==> src/dfvr_pkg.sv <==
// ----------------------------------------------------------------------------
// dfvr_pkg
// Shared types and codes for the direction frame vertex rotate block.
// ----------------------------------------------------------------------------
`default_nettype none

package dfvr_pkg;

	localparam int unsigned PosW   = 24;
	localparam int unsigned CoefW  = 16;
	localparam int unsigned CfgIdxW = 3;

	// register indexes of the configuration port
	localparam logic [CfgIdxW-1:0] REG_Z_DIR_X  = 3'd0;
	localparam logic [CfgIdxW-1:0] REG_Z_DIR_Y  = 3'd1;
	localparam logic [CfgIdxW-1:0] REG_Z_DIR_Z  = 3'd2;
	localparam logic [CfgIdxW-1:0] REG_X_DIR_X  = 3'd3;
	localparam logic [CfgIdxW-1:0] REG_X_DIR_Y  = 3'd4;
	localparam logic [CfgIdxW-1:0] REG_X_DIR_Z  = 3'd5;
	localparam logic [CfgIdxW-1:0] REG_FRAME_MODE = 3'd6;

	typedef struct packed {
		logic signed [PosW-1:0] pos_x;
		logic signed [PosW-1:0] pos_y;
		logic signed [PosW-1:0] pos_z;
	} pos_t;

	typedef struct packed {
		logic signed [PosW-1:0] out_x;
		logic signed [PosW-1:0] out_y;
		logic signed [PosW-1:0] out_z;
		logic                   degenerate;
	} res_t;

	// basis in Q1.14: x axis in 0..2, y axis in 3..5, z axis in 6..8
	typedef struct packed {
		logic [8:0][CoefW-1:0] mat;
		logic                  ready;
		logic                  bad;
	} basis_t;

endpackage

`default_nettype wire

==> src/dfvr_basis.sv <==
// ----------------------------------------------------------------------------
// dfvr_basis
// Configuration registers and the sequencer that builds the Q1.14 frame:
// squared length, bit-serial square root, restoring division per component,
// then the cross product through one shared multiplier.
// ----------------------------------------------------------------------------
`default_nettype none

module dfvr_basis (
	input  wire logic                           clk,
	input  wire logic                           arst_n,
	input  wire logic                           cfg_we,
	input  wire logic [dfvr_pkg::CfgIdxW-1:0]   cfg_index,
	input  wire logic [dfvr_pkg::CoefW-1:0]     cfg_wdata,
	output dfvr_pkg::basis_t                    basis
);
	import dfvr_pkg::*;

	typedef enum logic [7:0] {
		ST_IDLE  = 8'b00000001,
		ST_LEN   = 8'b00000010,
		ST_SQRT  = 8'b00000100,
		ST_DIVLD = 8'b00001000,
		ST_DIV   = 8'b00010000,
		ST_NEXT  = 8'b00100000,
		ST_CROSS = 8'b01000000,
		ST_FAIL  = 8'b10000000
	} state_t;

	localparam logic [5:0] DivLast = 6'd44;

	state_t state_q;

	logic signed [15:0] zx_q, zy_q, zz_q, xx_q, xy_q, xz_q;
	logic               mode_q;

	logic signed [16:0] v_q [3];
	logic               phase_q;
	logic [2:0]         step_q;
	logic [1:0]         comp_q;
	logic [5:0]         cnt_q;
	logic signed [34:0] acc_q;
	logic [59:0]        n_q, root_q, bit_q;
	logic [30:0]        s_q;
	logic [44:0]        dvd_q, quo_q;
	logic [30:0]        rem_q;
	logic signed [15:0] o_q [3];
	logic signed [15:0] zn_q [3];
	logic signed [15:0] xn_q [3];
	logic signed [15:0] y_q [3];
	logic [8:0][15:0]   mat_q;
	logic               ready_q, bad_q;

	logic signed [16:0] mul_a, mul_b;
	logic signed [33:0] prod;
	logic signed [34:0] acc_sum;
	logic [31:0]        len2;
	logic [59:0]        sq_t;
	logic               sq_ge;
	logic [31:0]        div_r2;
	logic               div_ge;
	logic [44:0]        quo_n;
	logic [15:0]        q_sat;
	logic [16:0]        m_abs;
	logic               cfg_hit;

	function automatic logic signed [15:0] rnd14_sat16(input logic signed [34:0] a);
		logic [34:0] mag;
		logic [20:0] r;
		logic signed [15:0] res;
		mag = a[34] ? 35'(-a) : 35'(a);
		r = 21'((mag + 35'd8192) >> 14);
		if (a[34]) begin
			res = (r > 21'd32768) ? -16'sd32768 : 16'(-$signed({1'b0, r}));
		end else begin
			res = (r > 21'd32767) ? 16'sd32767 : 16'(r);
		end
		return res;
	endfunction

	always_comb begin
		mul_a = v_q[step_q[1:0]];
		mul_b = v_q[step_q[1:0]];
		if (state_q == ST_CROSS) begin
			case (step_q)
				3'd0: begin mul_a = 17'(zn_q[1]); mul_b = 17'(xn_q[2]); end
				3'd1: begin mul_a = 17'(zn_q[2]); mul_b = 17'(xn_q[1]); end
				3'd2: begin mul_a = 17'(zn_q[2]); mul_b = 17'(xn_q[0]); end
				3'd3: begin mul_a = 17'(zn_q[0]); mul_b = 17'(xn_q[2]); end
				3'd4: begin mul_a = 17'(zn_q[0]); mul_b = 17'(xn_q[1]); end
				3'd5: begin mul_a = 17'(zn_q[1]); mul_b = 17'(xn_q[0]); end
				default: begin mul_a = '0; mul_b = '0; end
			endcase
		end
	end

	assign prod    = mul_a * mul_b;
	assign acc_sum = acc_q + 35'(prod);
	assign len2    = acc_sum[31:0];

	assign sq_t  = root_q + bit_q;
	assign sq_ge = (n_q >= sq_t);

	assign div_r2 = {rem_q, dvd_q[44]};
	assign div_ge = (div_r2 >= {1'b0, s_q});
	assign quo_n  = {quo_q[43:0], div_ge};
	assign q_sat  = (quo_n > 45'd16384) ? 16'd16384 : quo_n[15:0];
	assign m_abs  = v_q[comp_q][16] ? 17'(-v_q[comp_q]) : 17'(v_q[comp_q]);

	assign cfg_hit = cfg_we && (cfg_index <= REG_FRAME_MODE);

	always_ff @(posedge clk or negedge arst_n) begin
		if (!arst_n) begin
			state_q <= ST_IDLE;
			zx_q <= 16'sd0; zy_q <= 16'sd0; zz_q <= 16'sd1;
			xx_q <= 16'sd1; xy_q <= 16'sd0; xz_q <= 16'sd0;
			mode_q <= 1'b0;
			mat_q <= '0;
			ready_q <= 1'b0;
			bad_q <= 1'b0;
		end else if (cfg_hit) begin
			case (cfg_index)
				REG_Z_DIR_X: zx_q <= cfg_wdata;
				REG_Z_DIR_Y: zy_q <= cfg_wdata;
				REG_Z_DIR_Z: zz_q <= cfg_wdata;
				REG_X_DIR_X: xx_q <= cfg_wdata;
				REG_X_DIR_Y: xy_q <= cfg_wdata;
				REG_X_DIR_Z: xz_q <= cfg_wdata;
				default:     mode_q <= cfg_wdata[0];
			endcase
			ready_q <= 1'b0;
			state_q <= ST_IDLE;
		end else begin
			case (state_q)
				ST_IDLE: begin
					if (!ready_q) begin
						v_q[0] <= 17'(zx_q); v_q[1] <= 17'(zy_q); v_q[2] <= 17'(zz_q);
						phase_q <= 1'b0;
						step_q <= '0;
						acc_q <= '0;
						state_q <= ST_LEN;
					end
				end
				ST_LEN: begin
					acc_q <= acc_sum;
					step_q <= step_q + 3'd1;
					if (step_q == 3'd2) begin
						if (len2 == 32'd0) begin
							state_q <= ST_FAIL;
						end else begin
							n_q <= {len2, 28'd0};
							root_q <= '0;
							bit_q <= 60'd1 << 58;
							state_q <= ST_SQRT;
						end
					end
				end
				ST_SQRT: begin
					if (sq_ge) begin
						n_q <= n_q - sq_t;
						root_q <= (root_q >> 1) + bit_q;
					end else begin
						root_q <= root_q >> 1;
					end
					bit_q <= bit_q >> 2;
					if (bit_q == 60'd1) begin
						s_q <= sq_ge ? 31'((root_q >> 1) + bit_q) : 31'(root_q >> 1);
						comp_q <= '0;
						state_q <= ST_DIVLD;
					end
				end
				ST_DIVLD: begin
					dvd_q <= {m_abs, 28'd0} + {15'd0, s_q[30:1]};
					rem_q <= '0;
					quo_q <= '0;
					cnt_q <= '0;
					state_q <= ST_DIV;
				end
				ST_DIV: begin
					rem_q <= div_ge ? 31'(div_r2 - {1'b0, s_q}) : div_r2[30:0];
					dvd_q <= {dvd_q[43:0], 1'b0};
					quo_q <= quo_n;
					cnt_q <= cnt_q + 6'd1;
					if (cnt_q == DivLast) begin
						o_q[comp_q] <= v_q[comp_q][16] ? -$signed(q_sat) : $signed(q_sat);
						if (comp_q == 2'd2) begin
							state_q <= ST_NEXT;
						end else begin
							comp_q <= comp_q + 2'd1;
							state_q <= ST_DIVLD;
						end
					end
				end
				ST_NEXT: begin
					step_q <= '0;
					acc_q <= '0;
					if (phase_q) begin
						xn_q <= o_q;
						state_q <= ST_CROSS;
					end else begin
						zn_q <= o_q;
						phase_q <= 1'b1;
						if (mode_q) begin
							v_q[0] <= 17'(xx_q); v_q[1] <= 17'(xy_q); v_q[2] <= 17'(xz_q);
							state_q <= ST_LEN;
						end else if (o_q[0] == 16'sd0 && o_q[1] == 16'sd0) begin
							xn_q[0] <= o_q[2];
							xn_q[1] <= 16'sd0;
							xn_q[2] <= 16'sd0;
							state_q <= ST_CROSS;
						end else begin
							v_q[0] <= -17'(o_q[1]); v_q[1] <= 17'(o_q[0]); v_q[2] <= 17'sd0;
							state_q <= ST_LEN;
						end
					end
				end
				ST_CROSS: begin
					// even steps start a component, odd steps subtract the second term
					if (step_q[0]) begin
						acc_q <= acc_q - 35'(prod);
					end else begin
						acc_q <= 35'(prod);
					end
					if (step_q != 3'd0 && !step_q[0]) begin
						y_q[step_q[2:1] - 2'd1] <= rnd14_sat16(acc_q);
					end
					step_q <= step_q + 3'd1;
					if (step_q == 3'd6) begin
						mat_q[0] <= xn_q[0]; mat_q[1] <= xn_q[1]; mat_q[2] <= xn_q[2];
						mat_q[3] <= y_q[0];  mat_q[4] <= y_q[1];
						mat_q[5] <= rnd14_sat16(acc_q);
						mat_q[6] <= zn_q[0]; mat_q[7] <= zn_q[1]; mat_q[8] <= zn_q[2];
						bad_q <= 1'b0;
						ready_q <= 1'b1;
						state_q <= ST_IDLE;
					end
				end
				ST_FAIL: begin
					mat_q <= '0;
					bad_q <= 1'b1;
					ready_q <= 1'b1;
					state_q <= ST_IDLE;
				end
				default: state_q <= ST_IDLE;
			endcase
		end
	end

	assign basis.mat   = mat_q;
	assign basis.ready = ready_q;
	assign basis.bad   = bad_q;

	a_cfg_clears_ready: assert property (@(posedge clk) disable iff (!arst_n)
		cfg_hit |=> !ready_q)
		else $error("basis still ready after a register write");

	a_bad_zero: assert property (@(posedge clk) disable iff (!arst_n)
		(ready_q && bad_q) |-> (mat_q == '0))
		else $error("degenerate basis is not zero");

	a_busy_not_ready: assert property (@(posedge clk) disable iff (!arst_n)
		(state_q != ST_IDLE) |-> !ready_q)
		else $error("basis ready while the sequencer runs");

endmodule

`default_nettype wire

==> config.mk <==
export PLATFORM = sky130hd
export DESIGN_NAME = dfvr_basis
export DESIGN_NICKNAME = d
export VERILOG_FILES = /design/src/dfvr_pkg.sv /design/src/dfvr_basis.sv
export SDC_FILE = /design/constraint.sdc
export NUM_CORES = 2
export LEC_CHECK = 0
export BUFFER_PORTS_ARGS = -buffer_cell sky130_fd_sc_hd__buf_2
export CAP_MARGIN = 30
export CORE_MARGIN = 2
export CORE_UTILIZATION = 59
export CTS_BUF_LIST = sky130_fd_sc_hd__clkbuf_8
export DETAILED_ROUTE_END_ITERATION = 10
export GPL_ROUTABILITY_DRIVEN = 0
export PLACE_DENSITY = 0.79
export SLEW_MARGIN = 20
export SYNTH_ARGS = -nofsm -noshare
export SYNTH_HDL_FRONTEND = slang
export SYNTH_SLANG_ARGS = --single-unit
==> constraint.sdc <==
create_clock -name clk -period 14.1 [get_ports clk]
set_clock_uncertainty 0.1 [all_clocks]
set_input_delay 0.705 -clock clk [delete_from_list [all_inputs] [get_ports clk]]
set_output_delay 0.705 -clock clk [all_outputs]
set_load 0.005 [all_outputs]
==> out/results.tsv <==
metric	value	unit
die_area	104000	um^2
synth_top_area_share	28.8	%
synth_edf_count	573	
crit_required	14.45	ns
dr.pass1.iters	9	
first_global_vias	47000	
r2r_start	step_q[2]	
cp-end-kind	flip-flop	
synth_flop_cell	edfxtp_1	
cts_resized	0	
hpwl	121	mm
cap_violations	0	
grt.overflow.total	0	
path_depth	44	
yosysSeqAreaShare	39.4	%
synth_area	59800	um^2
crit_family	compound AO/OA/AOI/OAI gates	
ys_types	100	
fin_cells	7799	
core_area	100000	um^2
fmax	76.7	MHz
core.rowCount	116	
cp.buffers_inverters	10	
fillers	7759	
ios	168	
hp-start	cfg_wdata[11]	
synthArstFlopShare	30.3	%
layout-drive-gt1-share	10.5	%
tightest_slew	1.16	ns
final.setup.tns	0	ns
port_buffers	167	
rsz0062_at_grt	false	
syn_to_final_growth	8.46	%
slew_headroom	21.6	%
vias_per_cell	6.21	
worstSetupStartpointType	flip-flop	
critPathSlowestCell	a21oi_1	
finalSetupViolCount	0	
dp_cells	7531	
nNetsFinal	6970	
path_class	reg -> reg	
syn_area_per_cell	9.64	um^2
yosys_warnings	0	
place_ws	1.52	ns
hold_viol_final	0	
critPathLaunch	step_q[2]	
cts.path.max_buffers	3	
report.final.slew_viol_count	0	
fin_crit_sh	92.5	%
clk_pin_slew_worst_paths	0.07	ns
die_w	322	um
routed_wl	164	mm
synth_commonest_cells	nand2_1, nor2_1, edfxtp_1, inv_1, a21oi_1	
synth.most_common_cell	nand2_1	
wl_per_cell	21.0	um
insertion_delay	0.88	ns
grt_pass1_wl	255	mm
crit_top_cell	inv_1	
drt_iter0_drc	5807	
cts_max_level	4	
outcome	complete, no violations	
period_needed	13.04	ns
ant_nets	0	
start_util	59.7	%
post_cts_buffers	0	
synthCells	6206	
die_y	322	um
worstPathArrival	13.39	ns
grt_max_degree	153	
drc	0	
tritoncts	built	
synth.net_count	6854	
synth_top_area_cell	edfxtp_1	
track_usage	31.3	%
clock-sinks	828	
r2r_setup_slack	1.06	ns
yosys_register_bits	828	
crit_path_max_incr_delay	0.70	ns
crit_fanout	60	
synthTopCellsByArea	edfxtp_1, dfrtp_1, fa_1, ha_1, nand2_1	
reg2reg_depth	44	
crit_end	n_q[6]	
antenna_found_initial	4	
numCtsBuffers	140	
reg2reg_to	n_q[6]	
hold_path_class	in -> reg	
vias	48400	
ctsRootBufferMaster	clkbuf_8	
setup_ws	1.06	ns
## cell type report
class | count | area [um^2] | area share, %
Antenna cell | 5 | 12.5 | 0.0193
Clock buffer | 153 | 2110 | 3.25
Clock inverter | 104 | 584 | 0.900
Inverter | 464 | 1740 | 2.68
Multi-Input combinational cell | 4629 | 33600 | 51.7
Sequential cell | 828 | 23600 | 36.3
Tap cell | 1357 | 1700 | 2.62
Timing Repair Buffer | 259 | 1610 | 2.48
## cell families after synthesis
family | count (synthesis) | share of synthesized area [%]
muxes | 202 | 3.64
adders and majority gates | 626 | 16.9
DFF | 828 | 39.4
AOI/OAI and AO/OA | 1201 | 12.7
and+or+nand+nor | 2244 | 17.4
buffers and inverters | 749 | 4.79
xor gates and xnor gates | 356 | 5.25
## registers in the layout (all words and copies together) (netlist names), 6 cells and up, named ones only
name and cells:
state_q 8, n_q 60, zz_q 16, o_q 48
xn_q 48, zn_q 48, cnt_q 6, zy_q 16
xy_q 16, s_q 31, y_q 32, acc_q 35
rem_q 31, root_q 60, quo_q 44, xx_q 16
v_q 49, basis 144, xz_q 16, dvd_q 45
zx_q 16, bit_q 30
## stage by stage
stage	area [um^2]	hold WS, ns	utilization, %
after floorplan	59800	0.309	-
after global placement	62000	0.319	61.9
after detailed placement	62100	0.323	62.0
after CTS	64800	0.00529	64.6
after global routing	64900	0.0382	64.7
final	64900	0.0702	64.7
## repair_timing
action	in CTS	in global routing
hold buffers	1	0
endpoints found under the hold margin	96	0
setup endpoints to repair	0	0
## layer usage
metal | share of wire (%) | routed length [um] | GRT usage, %
met3 | 11 | 17900 | 8.38
met4 | 4.5 | 7380 | 14.1
met1 | 39 | 63300 | 40.7
met5 | 0.0043 | 7 | 0
met2 | 46 | 75500 | 49.2
## placed cells by master (no fill, tap or decap), types with 28 or more instances in the layout
cell        n
nor3_1     85
o21ai_0   313
buf_4      80
o21bai_1   40
nand4_1    58
dfrtp_1   248
a222oi_1   32
nand2_1   744
a31oi_1    73
nor2_1    652
o21a_1     30
edfxtp_1  573
nor4_1     47
xor2_1    157
nor2b_1    52
o31ai_1    28
a21o_1     94
a211oi_1   31
o22ai_1    31
mux2i_1    79
nand3_1   199
and3_1     73
or3_1      39
mux2_2    123
buf_2     166
inv_1     509
a21oi_1   349
nand2b_1   53
and2_1    127
fa_1      301
clkbuf_8  153
xnor2_1   196
ha_1      325
## worst min path at each step
stage | end | slack [ns] | cells past startpoint
2_1_floorplan | bad_q | 0.31 | 0
3_3_place_gp | basis[51] | 0.32 | 2
3_5_place_dp | basis[74] | 0.32 | 2
4_1_cts | zy_q[11] | 0.005 | 2
5_1_grt | xx_q[11] | 0.04 | 2
6_report | zy_q[11] | 0.07 | 2
Power is left out: the tool's default activity adds up to more than one toggle a clock period on the data nets, which glitch-free logic cannot reach.
